[config.mk]
export PLATFORM = sky130hd
export DESIGN_NAME = neighbor_table_with_aging
export DESIGN_NICKNAME = d
export VERILOG_FILES = /design/src/sv/nta_pkg.sv /design/src/sv/nta_seq.sv /design/src/sv/nta_dpath.sv /design/src/sv/neighbor_table_with_aging.sv
export SDC_FILE = /design/constraint.sdc
export NUM_CORES = 1
export LEC_CHECK = 0
export BUFFER_PORTS_ARGS = -buffer_cell sky130_fd_sc_hd__buf_4
export CAP_MARGIN = 20
export CORE_ASPECT_RATIO = 1.5
export CORE_MARGIN = 1.5
export CORE_UTILIZATION = 55
export DETAILED_ROUTE_END_ITERATION = 12
export GPL_TIMING_DRIVEN = 0
export PLACE_DENSITY = 0.72
export SYNTH_ARGS = -nofsm -noshare
export SYNTH_HDL_FRONTEND = slang
export SYNTH_SLANG_ARGS = --single-unit
export TNS_END_PERCENT = 1
[constraint.sdc]
create_clock -name clk_i -period 6.5 [get_ports clk_i]
set_input_delay 0.65 -clock clk_i [delete_from_list [all_inputs] [get_ports clk_i]]
set_output_delay 0.65 -clock clk_i [all_outputs]
set_load 0.01 [all_outputs]
[src/sv/nta_pkg.sv]
package nta_pkg;

  localparam int unsigned NtaEntries = 10;
  localparam logic [31:0] TimeoutReset = 32'd15000;
  localparam logic CmdSweep = 1'b1;

  typedef enum logic [2:0] {
    EV_REFRESHED = 3'd0,
    EV_ADDED     = 3'd1,
    EV_FULL      = 3'd2,
    EV_REFUSED   = 3'd3,
    EV_REMOVED   = 3'd4,
    EV_DONE      = 3'd5
  } event_e;

  typedef enum logic [1:0] {
    A_REQ  = 2'd0,
    A_RD   = 2'd1,
    A_ZERO = 2'd2
  } addr_sel_e;

  typedef enum logic [1:0] {
    SL_ZERO = 2'd0,
    SL_RD   = 2'd1,
    SL_FREE = 2'd2
  } slot_sel_e;

  typedef enum logic [1:0] {
    WR_NONE = 2'd0,
    WR_ADD  = 2'd1,
    WR_SEEN = 2'd2,
    WR_CLR  = 2'd3
  } wr_e;

  typedef enum logic [3:0] {
    C_NEVER   = 4'd0,
    C_ALWAYS  = 4'd1,
    C_NO_REQ  = 4'd2,
    C_SWEEP   = 4'd3,
    C_HIT     = 4'd4,
    C_MORE    = 4'd5,
    C_NO_FREE = 4'd6,
    C_NO_OK   = 4'd7,
    C_KEEP    = 4'd8
  } cond_e;

  typedef struct packed {
    logic      take_in;
    logic      rd;
    logic      inc;
    logic      track_free;
    logic      emit;
    event_e    ev;
    addr_sel_e addr_sel;
    slot_sel_e slot_sel;
    logic      last;
    wr_e       wr;
    cond_e     cond;
    logic [3:0] tgt;
  } ctrl_t;

  typedef struct packed {
    logic hit;
    logic keep;
    logic more;
    logic no_free;
    logic no_ok;
    logic sweep;
    logic out_busy;
  } stat_t;

  // Step numbers of the control program.
  localparam logic [3:0] StIdle    = 4'd0;
  localparam logic [3:0] StDisp    = 4'd1;
  localparam logic [3:0] StSgRd    = 4'd2;
  localparam logic [3:0] StSgEval  = 4'd3;
  localparam logic [3:0] StSgNext  = 4'd4;
  localparam logic [3:0] StSgDec   = 4'd5;
  localparam logic [3:0] StSgChk   = 4'd6;
  localparam logic [3:0] StSgAdd   = 4'd7;
  localparam logic [3:0] StSgFull  = 4'd8;
  localparam logic [3:0] StSgRef   = 4'd9;
  localparam logic [3:0] StSgHit   = 4'd10;
  localparam logic [3:0] StSwRd    = 4'd11;
  localparam logic [3:0] StSwEval  = 4'd12;
  localparam logic [3:0] StSwRem   = 4'd13;
  localparam logic [3:0] StSwNext  = 4'd14;
  localparam logic [3:0] StSwDone  = 4'd15;

  function automatic ctrl_t nta_rom(input logic [3:0] step);
    ctrl_t w;
    w = '0;
    case (step)
      StIdle: begin
        w.take_in = 1'b1;
        w.cond    = C_NO_REQ;
        w.tgt     = StIdle;
      end
      StDisp: begin
        w.cond = C_SWEEP;
        w.tgt  = StSwRd;
      end
      StSgRd: begin
        w.rd = 1'b1;
      end
      StSgEval: begin
        w.track_free = 1'b1;
        w.cond       = C_HIT;
        w.tgt        = StSgHit;
      end
      StSgNext: begin
        w.inc  = 1'b1;
        w.cond = C_MORE;
        w.tgt  = StSgRd;
      end
      StSgDec: begin
        w.cond = C_NO_FREE;
        w.tgt  = StSgFull;
      end
      StSgChk: begin
        w.cond = C_NO_OK;
        w.tgt  = StSgRef;
      end
      StSgAdd: begin
        w.emit     = 1'b1;
        w.ev       = EV_ADDED;
        w.addr_sel = A_REQ;
        w.slot_sel = SL_FREE;
        w.last     = 1'b1;
        w.wr       = WR_ADD;
        w.cond     = C_ALWAYS;
        w.tgt      = StIdle;
      end
      StSgFull: begin
        w.emit     = 1'b1;
        w.ev       = EV_FULL;
        w.addr_sel = A_REQ;
        w.slot_sel = SL_ZERO;
        w.last     = 1'b1;
        w.cond     = C_ALWAYS;
        w.tgt      = StIdle;
      end
      StSgRef: begin
        w.emit     = 1'b1;
        w.ev       = EV_REFUSED;
        w.addr_sel = A_REQ;
        w.slot_sel = SL_ZERO;
        w.last     = 1'b1;
        w.cond     = C_ALWAYS;
        w.tgt      = StIdle;
      end
      StSgHit: begin
        w.emit     = 1'b1;
        w.ev       = EV_REFRESHED;
        w.addr_sel = A_REQ;
        w.slot_sel = SL_RD;
        w.last     = 1'b1;
        w.wr       = WR_SEEN;
        w.cond     = C_ALWAYS;
        w.tgt      = StIdle;
      end
      StSwRd: begin
        w.rd = 1'b1;
      end
      StSwEval: begin
        w.cond = C_KEEP;
        w.tgt  = StSwNext;
      end
      StSwRem: begin
        w.emit     = 1'b1;
        w.ev       = EV_REMOVED;
        w.addr_sel = A_RD;
        w.slot_sel = SL_RD;
        w.wr       = WR_CLR;
      end
      StSwNext: begin
        w.inc  = 1'b1;
        w.cond = C_MORE;
        w.tgt  = StSwRd;
      end
      StSwDone: begin
        w.emit     = 1'b1;
        w.ev       = EV_DONE;
        w.addr_sel = A_ZERO;
        w.slot_sel = SL_ZERO;
        w.last     = 1'b1;
        w.cond     = C_ALWAYS;
        w.tgt      = StIdle;
      end
      default: begin
        w.cond = C_ALWAYS;
        w.tgt  = StIdle;
      end
    endcase
    return w;
  endfunction

endpackage

[src/sv/nta_seq.sv]
module nta_seq
  import nta_pkg::*;
(
  input  logic  clk_i,
  input  logic  rst_ni,
  input  logic  in_valid_i,
  input  stat_t stat_i,
  output ctrl_t ctrl_o
);

  logic [3:0] upc_q, upc_d;
  ctrl_t      word;
  logic       hold;
  logic       cond_true;

  assign word = nta_rom(upc_q);

  // An emitting step waits in place while the output register is still full.
  assign hold = word.emit && stat_i.out_busy;

  always_comb begin
    case (word.cond)
      C_NEVER:   cond_true = 1'b0;
      C_ALWAYS:  cond_true = 1'b1;
      C_NO_REQ:  cond_true = !in_valid_i;
      C_SWEEP:   cond_true = stat_i.sweep;
      C_HIT:     cond_true = stat_i.hit;
      C_MORE:    cond_true = stat_i.more;
      C_NO_FREE: cond_true = stat_i.no_free;
      C_NO_OK:   cond_true = stat_i.no_ok;
      C_KEEP:    cond_true = stat_i.keep;
      default:   cond_true = 1'b0;
    endcase
  end

  always_comb begin
    if (hold) begin
      upc_d = upc_q;
    end else if (cond_true) begin
      upc_d = word.tgt;
    end else begin
      upc_d = upc_q + 4'd1;
    end
  end

  always_comb begin
    ctrl_o = word;
    if (hold) begin
      ctrl_o.emit = 1'b0;
      ctrl_o.wr   = WR_NONE;
    end
  end

  always_ff @(posedge clk_i or negedge rst_ni) begin
    if (!rst_ni) begin
      upc_q <= StIdle;
    end else begin
      upc_q <= upc_d;
    end
  end

endmodule

[src/sv/nta_dpath.sv]
module nta_dpath
  import nta_pkg::*;
#(
  parameter int unsigned ENTRIES = NtaEntries
) (
  input  logic        clk_i,
  input  logic        rst_ni,
  input  ctrl_t       ctrl_i,
  input  logic        in_acc_i,
  input  logic        cmd_i,
  input  logic [15:0] address_i,
  input  logic [31:0] now_ms_i,
  input  logic        radio_ok_i,
  input  logic        cfg_we_i,
  input  logic [31:0] cfg_timeout_ms_i,
  input  logic        out_stall_i,
  output logic        out_valid_o,
  output logic [2:0]  event_res_o,
  output logic [15:0] entry_address_o,
  output logic [3:0]  slot_o,
  output logic        last_o,
  output stat_t       stat_o
);

  localparam int unsigned IW = (ENTRIES > 1) ? $clog2(ENTRIES) : 1;

  logic [31:0]  timeout_q;
  logic         cmd_q;
  logic [15:0]  addr_q;
  logic [31:0]  now_q;
  logic         ok_q;
  logic [IW-1:0] idx_q;
  logic [IW-1:0] rd_idx_q;
  logic          rd_vld_q;
  logic [15:0]   rd_addr_q;
  logic [31:0]   rd_seen_q;
  logic          free_found_q;
  logic [IW-1:0] free_slot_q;
  logic [ENTRIES-1:0] valid_q;

  logic [15:0] addr_mem [ENTRIES];
  logic [31:0] seen_mem [ENTRIES];

  logic          out_vld_q;
  event_e        ev_q;
  logic [15:0]   oaddr_q;
  logic [3:0]    oslot_q;
  logic          olast_q;

  logic [31:0]   age;
  logic [IW+3:0] rd_idx_ext;
  logic [IW+3:0] free_ext;
  logic [15:0]   sel_addr;
  logic [3:0]    sel_slot;

  assign rd_idx_ext = {4'b0, rd_idx_q};
  assign free_ext   = {4'b0, free_slot_q};

  always_comb begin
    case (ctrl_i.addr_sel)
      A_REQ:   sel_addr = addr_q;
      A_RD:    sel_addr = rd_addr_q;
      default: sel_addr = '0;
    endcase
    case (ctrl_i.slot_sel)
      SL_RD:   sel_slot = rd_idx_ext[3:0];
      SL_FREE: sel_slot = free_ext[3:0];
      default: sel_slot = '0;
    endcase
  end

  // Wrapping age of the entry that was read last.
  assign age = now_q - rd_seen_q;

  assign stat_o.hit      = rd_vld_q && (rd_addr_q == addr_q);
  assign stat_o.keep     = !(rd_vld_q && (age > timeout_q));
  assign stat_o.more     = (idx_q != IW'(ENTRIES - 1));
  assign stat_o.no_free  = !free_found_q;
  assign stat_o.no_ok    = !ok_q;
  assign stat_o.sweep    = (cmd_q == CmdSweep);
  assign stat_o.out_busy = out_vld_q && out_stall_i;

  always_ff @(posedge clk_i or negedge rst_ni) begin
    if (!rst_ni) begin
      timeout_q    <= TimeoutReset;
      idx_q        <= '0;
      free_found_q <= 1'b0;
      valid_q      <= '0;
      out_vld_q    <= 1'b0;
    end else begin
      if (cfg_we_i) begin
        timeout_q <= cfg_timeout_ms_i;
      end
      if (in_acc_i) begin
        idx_q        <= '0;
        free_found_q <= 1'b0;
      end else if (ctrl_i.inc) begin
        idx_q <= idx_q + 1'b1;
      end
      if (ctrl_i.track_free && !rd_vld_q && !free_found_q) begin
        free_found_q <= 1'b1;
      end
      case (ctrl_i.wr)
        WR_ADD:  valid_q[free_slot_q] <= 1'b1;
        WR_CLR:  valid_q[rd_idx_q] <= 1'b0;
        default: ;
      endcase
      if (ctrl_i.emit) begin
        out_vld_q <= 1'b1;
      end else if (out_vld_q && !out_stall_i) begin
        out_vld_q <= 1'b0;
      end
    end
  end

  always_ff @(posedge clk_i) begin
    if (in_acc_i) begin
      cmd_q  <= cmd_i;
      addr_q <= address_i;
      now_q  <= now_ms_i;
      ok_q   <= radio_ok_i;
    end
    if (ctrl_i.rd) begin
      rd_idx_q <= idx_q;
      rd_vld_q <= valid_q[idx_q];
    end
    if (ctrl_i.track_free && !rd_vld_q && !free_found_q) begin
      free_slot_q <= rd_idx_q;
    end
    if (ctrl_i.emit) begin
      ev_q    <= ctrl_i.ev;
      oaddr_q <= sel_addr;
      oslot_q <= sel_slot;
      olast_q <= ctrl_i.last;
    end
  end

  // Address and timestamp store: one write and one registered read per cycle.
  always_ff @(posedge clk_i) begin
    case (ctrl_i.wr)
      WR_ADD: begin
        addr_mem[free_slot_q] <= addr_q;
        seen_mem[free_slot_q] <= now_q;
      end
      WR_SEEN: seen_mem[rd_idx_q] <= now_q;
      default: ;
    endcase
    if (ctrl_i.rd) begin
      rd_addr_q <= addr_mem[idx_q];
      rd_seen_q <= seen_mem[idx_q];
    end
  end

  assign out_valid_o     = out_vld_q;
  assign event_res_o     = ev_q;
  assign entry_address_o = oaddr_q;
  assign slot_o          = oslot_q;
  assign last_o          = olast_q;

endmodule

[src/sv/neighbor_table_with_aging.sv]
// A refresh of slot i gives its result as soon as the scan has read slot i; a full table,
// an add or a refusal is decided only after every entry has been read.
// A sweep reads every entry, gives a removal result for each expired one, then its done result.
// Throughput: one request at a time; the next is taken only once the control is back in idle,
// after the last result is registered, and an emitting step waits while a result is stalled.
// Reset clears all valid marks at once and loads the timeout with 15000 ms.
module neighbor_table_with_aging
  import nta_pkg::*;
#(
  parameter int unsigned ENTRIES = NtaEntries
) (
  input  logic        clk_i,
  input  logic        rst_ni,
  input  logic        in_valid_i,
  output logic        in_stall_o,
  input  logic        cmd_i,
  input  logic [15:0] address_i,
  input  logic [31:0] now_ms_i,
  input  logic        radio_ok_i,
  input  logic        cfg_valid_i,
  output logic        cfg_ready_o,
  input  logic [31:0] cfg_timeout_ms_i,
  output logic        out_valid_o,
  input  logic        out_stall_i,
  output logic [2:0]  event_res_o,
  output logic [15:0] entry_address_o,
  output logic [3:0]  slot_o,
  output logic        last_o
);

  ctrl_t ctrl;
  stat_t stat;
  logic  in_acc;

  assign in_stall_o  = !ctrl.take_in;
  assign in_acc      = in_valid_i && ctrl.take_in;
  assign cfg_ready_o = 1'b1;

  nta_seq u_seq (
    .clk_i      (clk_i),
    .rst_ni     (rst_ni),
    .in_valid_i (in_valid_i),
    .stat_i     (stat),
    .ctrl_o     (ctrl)
  );

  nta_dpath #(
    .ENTRIES (ENTRIES)
  ) u_dpath (
    .clk_i            (clk_i),
    .rst_ni           (rst_ni),
    .ctrl_i           (ctrl),
    .in_acc_i         (in_acc),
    .cmd_i            (cmd_i),
    .address_i        (address_i),
    .now_ms_i         (now_ms_i),
    .radio_ok_i       (radio_ok_i),
    .cfg_we_i         (cfg_valid_i && cfg_ready_o),
    .cfg_timeout_ms_i (cfg_timeout_ms_i),
    .out_stall_i      (out_stall_i),
    .out_valid_o      (out_valid_o),
    .event_res_o      (event_res_o),
    .entry_address_o  (entry_address_o),
    .slot_o           (slot_o),
    .last_o           (last_o),
    .stat_o           (stat)
  );

  // Only one request is in work, so an accepted request stalls the next one.
  a_one_at_a_time: assert property (@(posedge clk_i) disable iff (!rst_ni)
    in_valid_i && !in_stall_o |=> in_stall_o)
    else $error("request accepted while another is in work");

  a_done_is_last: assert property (@(posedge clk_i) disable iff (!rst_ni)
    out_valid_o && (event_res_o == EV_DONE) |-> last_o && (slot_o == 4'd0)
      && (entry_address_o == 16'd0))
    else $error("sweep done result malformed");

  a_removed_not_last: assert property (@(posedge clk_i) disable iff (!rst_ni)
    out_valid_o && (event_res_o == EV_REMOVED) |-> !last_o)
    else $error("removal result marked as last");

  a_stall_until_last: assert property (@(posedge clk_i) disable iff (!rst_ni)
    out_valid_o && !last_o |-> in_stall_o)
    else $error("request taken before the last result of the previous one");

endmodule
==> impl_metrics.env, run 1 <==
export IMPL_ys_flop_type="edfxtp_1"
export IMPL_p_clk_frac=0.274
export IMPL_max_cap_viol_count=0
export IMPL_cts_hold_buf=0
export IMPL_worstPathMaxFanout=12
export IMPL_worstPathArrival_ns=5.81
export IMPL_critPathRequiredTime_ns=6.97
export IMPL_drv_slew=0
export IMPL_p_switching_mw=4.42
export IMPL_nNetsFinal=2065
export IMPL_dr_pass1_iters=7
export IMPL_path_buf_inv=0
export IMPL_drive_gt1_frac=0.200
export IMPL_worstReg2RegStart="u_dpath.now_q[1]$_DFFE_PP_"
export IMPL_grt_max_degree=53
export IMPL_ys_async_sr_fraction=0.0784
export IMPL_start_util=0.560
export IMPL_netlist_instances=1703
export IMPL_finalCritPeriodShare=0.822
export IMPL_fin_util=0.648
export IMPL_rows=100
export IMPL_num_antenna_cells=0
export IMPL_synth_seq_cells=663
export IMPL_wl_per_cell_microns=24.8
export IMPL_finalPower_mw=13.9
export IMPL_rr_worst_depth=18
export IMPL_cts_tree="yes"
export IMPL_syn_num_nets=1865
export IMPL_dieArea_sq_um=52100
export IMPL_critPathKind="register to register"
export IMPL_avgSynthCellArea_sq_um=16.4
export IMPL_drt_drc_violations_left=0
export IMPL_cts_max_level=2
export IMPL_grt_pass1_wl_mm=97.2
export IMPL_via_count=15700
export IMPL_hold_viol=0
export IMPL_synth_edff_count=611
export IMPL_hold_path_class="input port to async pin"
export IMPL_clock_skew_ns=0.0175
export IMPL_finalSetupTns_ns=0
export IMPL_ys_seq_area_frac=0.705
export IMPL_syn_area_sq_um=27900
export IMPL_cpMaxStageDelayCell="edfxtp_1"
export IMPL_r2r_end="u_seq.upc_q[3]$_DFFE_PN0N_"
export IMPL_ys_types=69
export IMPL_routabilityCongestion=0.918
export IMPL_p_sw_frac=0.319
export IMPL_cts_made_buffers=60
export IMPL_reg2reg_slack_ns=1.16
export IMPL_crit_top_cell="o211ai_1"
export IMPL_critPathLaunch="u_dpath.now_q[1]$_DFFE_PP_"
export IMPL_grt_antenna_before_repair=0
export IMPL_wirelength_mm=64.6
export IMPL_port_buffers=111
export IMPL_p_int_mw=9.46
export IMPL_cts_root_buf="clkbuf_16"
export IMPL_fp_dieH_microns=279
export IMPL_clk_path_buf_depth=3
export IMPL_critPathCaptureType="register"
export IMPL_cts_sinks=663
export IMPL_dpl_hpwl_mm=44.6
export IMPL_slowest_delay_ns=0.56
export IMPL_drt_iter0_drc=1302
export IMPL_p_leak_nw=11.2
export IMPL_maxSlewHeadroom=0.343
export IMPL_irDropWorstVdd_v=0.000299
export IMPL_rsz0062_at_grt="false"
export IMPL_fmax_mhz=187
export IMPL_grtUsageTotal=0.251
export IMPL_die_x_microns=187
export IMPL_status="completed"
export IMPL_overflow=0
export IMPL_cts_resized=0
export IMPL_setup_violations=0
export IMPL_area_delta_synth_final_pct=15.7
export IMPL_post_route_min_period_ns=5.34
export IMPL_cellPowerDensity_nw_per_um2=430
export IMPL_drtAntennaViolNets=0
export IMPL_p_comb_frac=0.322
export IMPL_p_seq_frac=0.404
export IMPL_cts_setup_buffers=0
export IMPL_synth_warnings=0
export IMPL_grt_pass1_vias=16300
export IMPL_clkTransAtPathRegs_ns=0.06
export IMPL_critical_path_top_delay_family="compound AO/OA/AOI/OAI gates"
export IMPL_pin_count=114
export IMPL_start_kind="register"
export IMPL_clk_latency_ns=0.61
export IMPL_core_sq_um=49800
export IMPL_worstMarginPinSlew_ns=0.986
export IMPL_crit_chain="ha_1 -> nor2b_1 -> o211ai_1 -> a31oi_1 -> a31oi_1 -> o21ai_1 -> a21oi_1 -> o211ai_1 -> o211ai_1 -> ha_1 -> nand4_1 -> nor3_1 -> o221ai_1 -> o211ai_1 -> o21ai_2 -> a22oi_4 -> mux2i_1 -> o22ai_1"
export IMPL_vias_per_cell=6.03
==> cells in the mapped netlist (all sizes together) (8+ instances only) <==
master,instances,area share
nand3,10,0.0018
a21o,20,0.0054
xor2,17,0.0053
a31oi,13,0.0029
a22o,17,0.0053
o21ai,61,0.011
clkbuf,50,0.0067
a211oi,53,0.014
xnor2,30,0.0094
nor3,20,0.0038
dfrtp,45,0.040
nand2,81,0.011
edfxtp,611,0.66
nand4,13,0.0031
o211ai,10,0.0027
mux2i,54,0.019
a21oi,105,0.019
nand2b,8,0.0018
nor2,65,0.0088
inv,79,0.011
nor2b,58,0.013
buf,27,0.0047
mux4,98,0.079
ha,74,0.033
==> area by class of cell <==
cell class / count / area [sq um]
Buffer: 77 / 323
Sequential cell: 663 / 19700
Clock inverter: 38 / 558
Multi-Input combinational cell: 884 / 7720
Inverter: 79 / 297
Fill cell: 3517 / 17500
Tap cell: 663 / 830
Clock buffer: 69 / 1560
Timing Repair Buffer: 138 / 1320
==> registers in the layout, indices dropped and copies added, names as in the netlist, 10 cells and up <==
signal                   count
u_dpath.addr_q              16
u_dpath.timeout_q           32
u_dpath.addr_mem           160
u_dpath.valid_q             10
u_dpath.seen_mem           320
u_dpath.rd_addr_q           16
u_dpath.now_q               32
u_dpath.entry_address_o     16
u_dpath.rd_seen_q           32
==> power groups by stage <==
stage,sequential (mW),clock [mW],combinational [mW]
after floorplan,5.63,0,3.11
after detailed placement,5.69,0,4.47
after global placement,5.72,0,4.27
after global routing,5.66,4.00,4.88
final,5.61,3.80,4.47
after CTS,5.61,3.85,4.50
==> how the worst max path moves through the flow <==
stage                                                  end  slack (ns)  cells after the start
after floorplan           u_dpath.seen_mem[9][0]$_DFFE_PP_        1.69                     11
after global placement    u_dpath.seen_mem[9][5]$_DFFE_PP_       -0.71                     12
after detailed placement        u_seq.upc_q[3]$_DFFE_PN0N_        1.28                     18
after CTS                       u_seq.upc_q[3]$_DFFE_PN0N_        1.23                     18
after global routing            u_seq.upc_q[3]$_DFFE_PN0N_        0.88                     21
final                           u_seq.upc_q[3]$_DFFE_PN0N_        1.16                     18
==> per-stage QoR <==
stage	hold WS, ns	std cells	setup WS (ns)	cell area, sq um
after floorplan	0.354	1703	1.69	27900
after detailed placement	0.441	2503	1.28	30100
after global placement	0.434	2477	-0.709	29500
after CTS	0.138	2610	1.23	32300
final	0.124	2611	1.16	32300
after global routing	0.166	2611	0.881	32300
==> cells by family (layout without fill, tap and decap cells) <==
kind of cell	after synthesis	after routing	share of synthesized area
DFF	663	663	0.705
AOI/OAI and AO/OA	323	323	0.0740
and+or+nand+nor	283	283	0.0503
buffers and inverters	156	401	0.0221
muxes	155	155	0.0998
adders and majority gates	75	75	0.0339
xor gates and xnor gates	47	47	0.0148
other	1	1	0.000135
==> layer usage <==
metal,GRT usage,up-vias,wire [microns],share of wire
li1,-,7032,-,-
met1,0.296,8038,24100,0.37
met2,0.468,536,35100,0.54
met3,0.0309,142,3110,0.048
met4,0.0931,0,2330,0.036
met5,0,-,0,0
==> placed cells by master (no fill, tap or decap), drive strengths merged, types with 8 or more instances in the layout <==
master	netlist	routed
a22o	17	17
xnor2	30	30
edfxtp	611	611
o21ai	61	61
ha	74	74
bufinv	0	14
a21o	20	20
dfrtp	45	45
nand2	81	81
clkinv	0	20
clkbuf	50	120
nand2b	8	8
nor2	65	65
a21oi	105	105
nor2b	58	58
mux2i	54	54
nor3	20	20
inv	79	81
buf	27	164
nand3	10	10
a211oi	53	53
a31oi	13	13
mux4	98	98
nand4	13	13
o211ai	10	10
xor2	17	17
No activity file was read; power rests on OpenSTA's default activity.
==> run 2: changes to the inputs <==
- clock period: 6.5 -> 5.1 ns (I/O delays scaled with it)
==> run 2 against run 1 <==
Net effect:
- via count shrank 0.14%
- sequential cell count unchanged
- final area up 0.17%
- die area unchanged
- first-iteration DRC count shrank 7.8%
- power rose by 28%
- worst setup slack worse by 0.93 ns
- register-to-register slack worse by 0.93 ns
- combinational power is 29% higher
==> impl_metrics.env, run 2 (synthesis results as in run 1) <==
export IMPL_status="completed"
export IMPL_hold_path_class="input port to register"
export IMPL_fillCellCount=3509
export IMPL_cellPowerDensity_nw_per_um2=549
export IMPL_largest_register="u_dpath.seen_mem"
export IMPL_crit_chain="inv_1 -> ha_1 -> inv_1 -> fa_1 -> a21o_1 -> nand4_1 -> a21boi_2 -> o211ai_1 -> a21oi_2 -> a311oi_2 -> o21bai_1 -> xor2_1 -> ha_1 -> nand4_1 -> o211ai_1 -> o221ai_1 -> o211ai_1 -> o21ai_2 -> a22oi_4 -> o311ai_1"
export IMPL_vias_per_cell=6.02
export IMPL_finalPower_mw=17.7
export IMPL_drtAntennaViolNets=0
export IMPL_fp_dieH_microns=279
export IMPL_critPathLaunch="u_dpath.now_q[0]$_DFFE_PP_"
export IMPL_core_sq_um=49800
export IMPL_wl_per_cell_microns=24.8
export IMPL_worstMarginPinSlew_ns=0.965
export IMPL_grt_pass1_wl_mm=97.2
export IMPL_grt_max_degree=53
export IMPL_p_leak_nw=11.2
export IMPL_finalCritPeriodShare=0.957
export IMPL_port_buffers=111
export IMPL_hold_viol=0
export IMPL_cts_max_level=2
export IMPL_cts_made_buffers=60
export IMPL_seqCellArea_sq_um=19700
export IMPL_drt_drc_violations_left=0
export IMPL_critPathCaptureType="register"
export IMPL_dpl_hpwl_mm=44.6
export IMPL_drv_slew=0
export IMPL_cts_tree="yes"
export IMPL_num_antenna_cells=0
export IMPL_fmax_mhz=205
export IMPL_via_count=15700
export IMPL_die_x_microns=187
export IMPL_placed_cell_area_sq_um=30100
export IMPL_worstPathArrival_ns=5.37
export IMPL_r2r_end="u_seq.upc_q[0]$_DFFE_PN0N_"
export IMPL_overflow=0
export IMPL_wirelength_mm=64.7
export IMPL_grt_antenna_before_repair=0
export IMPL_final_cell_mix="611 x edfxtp_1, 113 x buf_4, 102 x a21oi_1"
export IMPL_final_common_cell="edfxtp_1"
export IMPL_cts_sinks=663
export IMPL_worstPathMaxFanout=11
export IMPL_cpMaxStageDelayCell="edfxtp_1"
export IMPL_area_delta_synth_final_pct=15.9
export IMPL_largest_register_ffs=320
export IMPL_design_area_sq_um=32300
export IMPL_irDropWorstVdd_v=0.000385
export IMPL_routabilityCongestion=0.918
export IMPL_crit_top_cell="o211ai_1"
export IMPL_nNetsFinal=2067
export IMPL_path_buf_inv=2
export IMPL_finalSetupTns_ns=0
export IMPL_drive_gt1_frac=0.205
export IMPL_drt_iter0_drc=1201
export IMPL_maxSlewHeadroom=0.357
export IMPL_start_kind="register"
export IMPL_reg_top3="u_dpath.seen_mem x320, u_dpath.addr_mem x160"
export IMPL_pin_count=114
export IMPL_clk_latency_ns=0.61
export IMPL_layout_cells_non_filler=2613
export IMPL_post_route_min_period_ns=4.88
export IMPL_rr_worst_depth=20
export IMPL_critical_path_top_delay_family="compound AO/OA/AOI/OAI gates"
export IMPL_clk_path_buf_depth=3
export IMPL_grtUsageTotal=0.251
export IMPL_critPathRequiredTime_ns=5.60
export IMPL_setup_violations=0
export IMPL_dp_cells=2503
export IMPL_endpoint="u_seq.upc_q[0]$_DFFE_PN0N_"
export IMPL_fin_util=0.649
export IMPL_grt_pass1_vias=16300
export IMPL_rows=100
export IMPL_cts_root_buf="clkbuf_16"
export IMPL_multi_input_area_sq_um=7760
export IMPL_start_util=0.560
export IMPL_path_depth=20
export IMPL_dieArea_sq_um=52100
export IMPL_clock_skew_ns=0.0171
export IMPL_reg2reg_slack_ns=0.22
export IMPL_max_cap_viol_count=0
export IMPL_critPathKind="register to register"
export IMPL_slowest_delay_ns=0.55
export IMPL_clkTransAtPathRegs_ns=0.06
export IMPL_worstReg2RegStart="u_dpath.now_q[0]$_DFFE_PP_"
export IMPL_dr_pass1_iters=6
-- run 2: cell count changes in the layout (fill, tap and decap cells not counted), moves of 2 or more --
cell and change:
a31oi_1 -2, a31oi_2 +2, a21oi_2 +2, a21oi_1 -2
-- run 2: power by group --
group | switching (mW) | internal [mW] | leakage, nW | total (mW)
registers | 0.373 | 6.78 | 6.15 | 7.15
logic | 3.34 | 2.41 | 4.02 | 5.75
clock network | 1.96 | 2.89 | 1.03 | 4.85
total | 5.67 | 12.1 | 11.2 | 17.7
-- run 2: layout make-up --
type / count / area share
inverters: 79 / 0.00918
well taps: 663 / 0.0257
clock inverters: 38 / 0.0173
multi-input cells: 884 / 0.240
clock buffers: 69 / 0.0482
flip-flops and latches: 663 / 0.608
plain buffers: 77 / 0.00999
repair buffers: 140 / 0.0413
-- run 2: worst min-delay path by stage --
stage / slack [ns] / depth (start not counted) / from / end
floorplan: 0.21 / 0 / rst_ni / u_dpath.free_found_q$_DFFE_PN0P_
finish: 0.07 / 1 / now_ms_i[13] / u_dpath.now_q[13]$_DFFE_PP_
detailed placement: 0.44 / 0 / u_dpath.idx_q[3]$_DFFE_PN0P_ / u_dpath.rd_idx_q[3]$_DFFE_PP_
global placement: 0.43 / 0 / u_dpath.idx_q[3]$_DFFE_PN0P_ / u_dpath.rd_idx_q[3]$_DFFE_PP_
global route: 0.05 / 1 / now_ms_i[11] / u_dpath.now_q[11]$_DFFE_PP_
CTS: 0.04 / 1 / now_ms_i[13] / u_dpath.now_q[13]$_DFFE_PP_
-- run 2: layer usage --
metal  GRT usage  up-vias  part of all wire  wire, microns
li1            -     7032                 -              -
met1       0.296     8025              0.37          24100
met2       0.469      525              0.55          35300
met3      0.0309      144             0.047           3040
met4      0.0931        0             0.036           2310
met5           0        -                 0              0
-- run 2: stage by stage --
step | setup slack, ns | hold WS [ns]
global route | -0.00733 | 0.0480
CTS | 0.0119 | 0.0425
detailed placement | -0.122 | 0.441
global placement | -2.11 | 0.434
finish | 0.221 | 0.0699
floorplan | 0.290 | 0.214
-- run 2: repair_timing --
item,CTS,global route
endpoints found under the setup margin,3,3
endpoints found under the hold margin,2,0
resized for setup,3,5
hold buffers,1,0
setup buffers,0,1
pin swaps,0,2
-- run 2: worst register-to-register path, cell delays in order (launching register included) --
cell and delay [ns]:
edfxtp_1 0.55, inv_1 0.11, ha_1 0.16, inv_1 0.05
fa_1 0.40, a21o_1 0.20, nand4_1 0.13, a21boi_2 0.11
o211ai_1 0.33, a21oi_2 0.14, a311oi_2 0.41, o21bai_1 0.15
xor2_1 0.16, ha_1 0.30, nand4_1 0.13, o211ai_1 0.11
o221ai_1 0.31, o211ai_1 0.17, o21ai_2 0.38, a22oi_4 0.15
o311ai_1 0.31
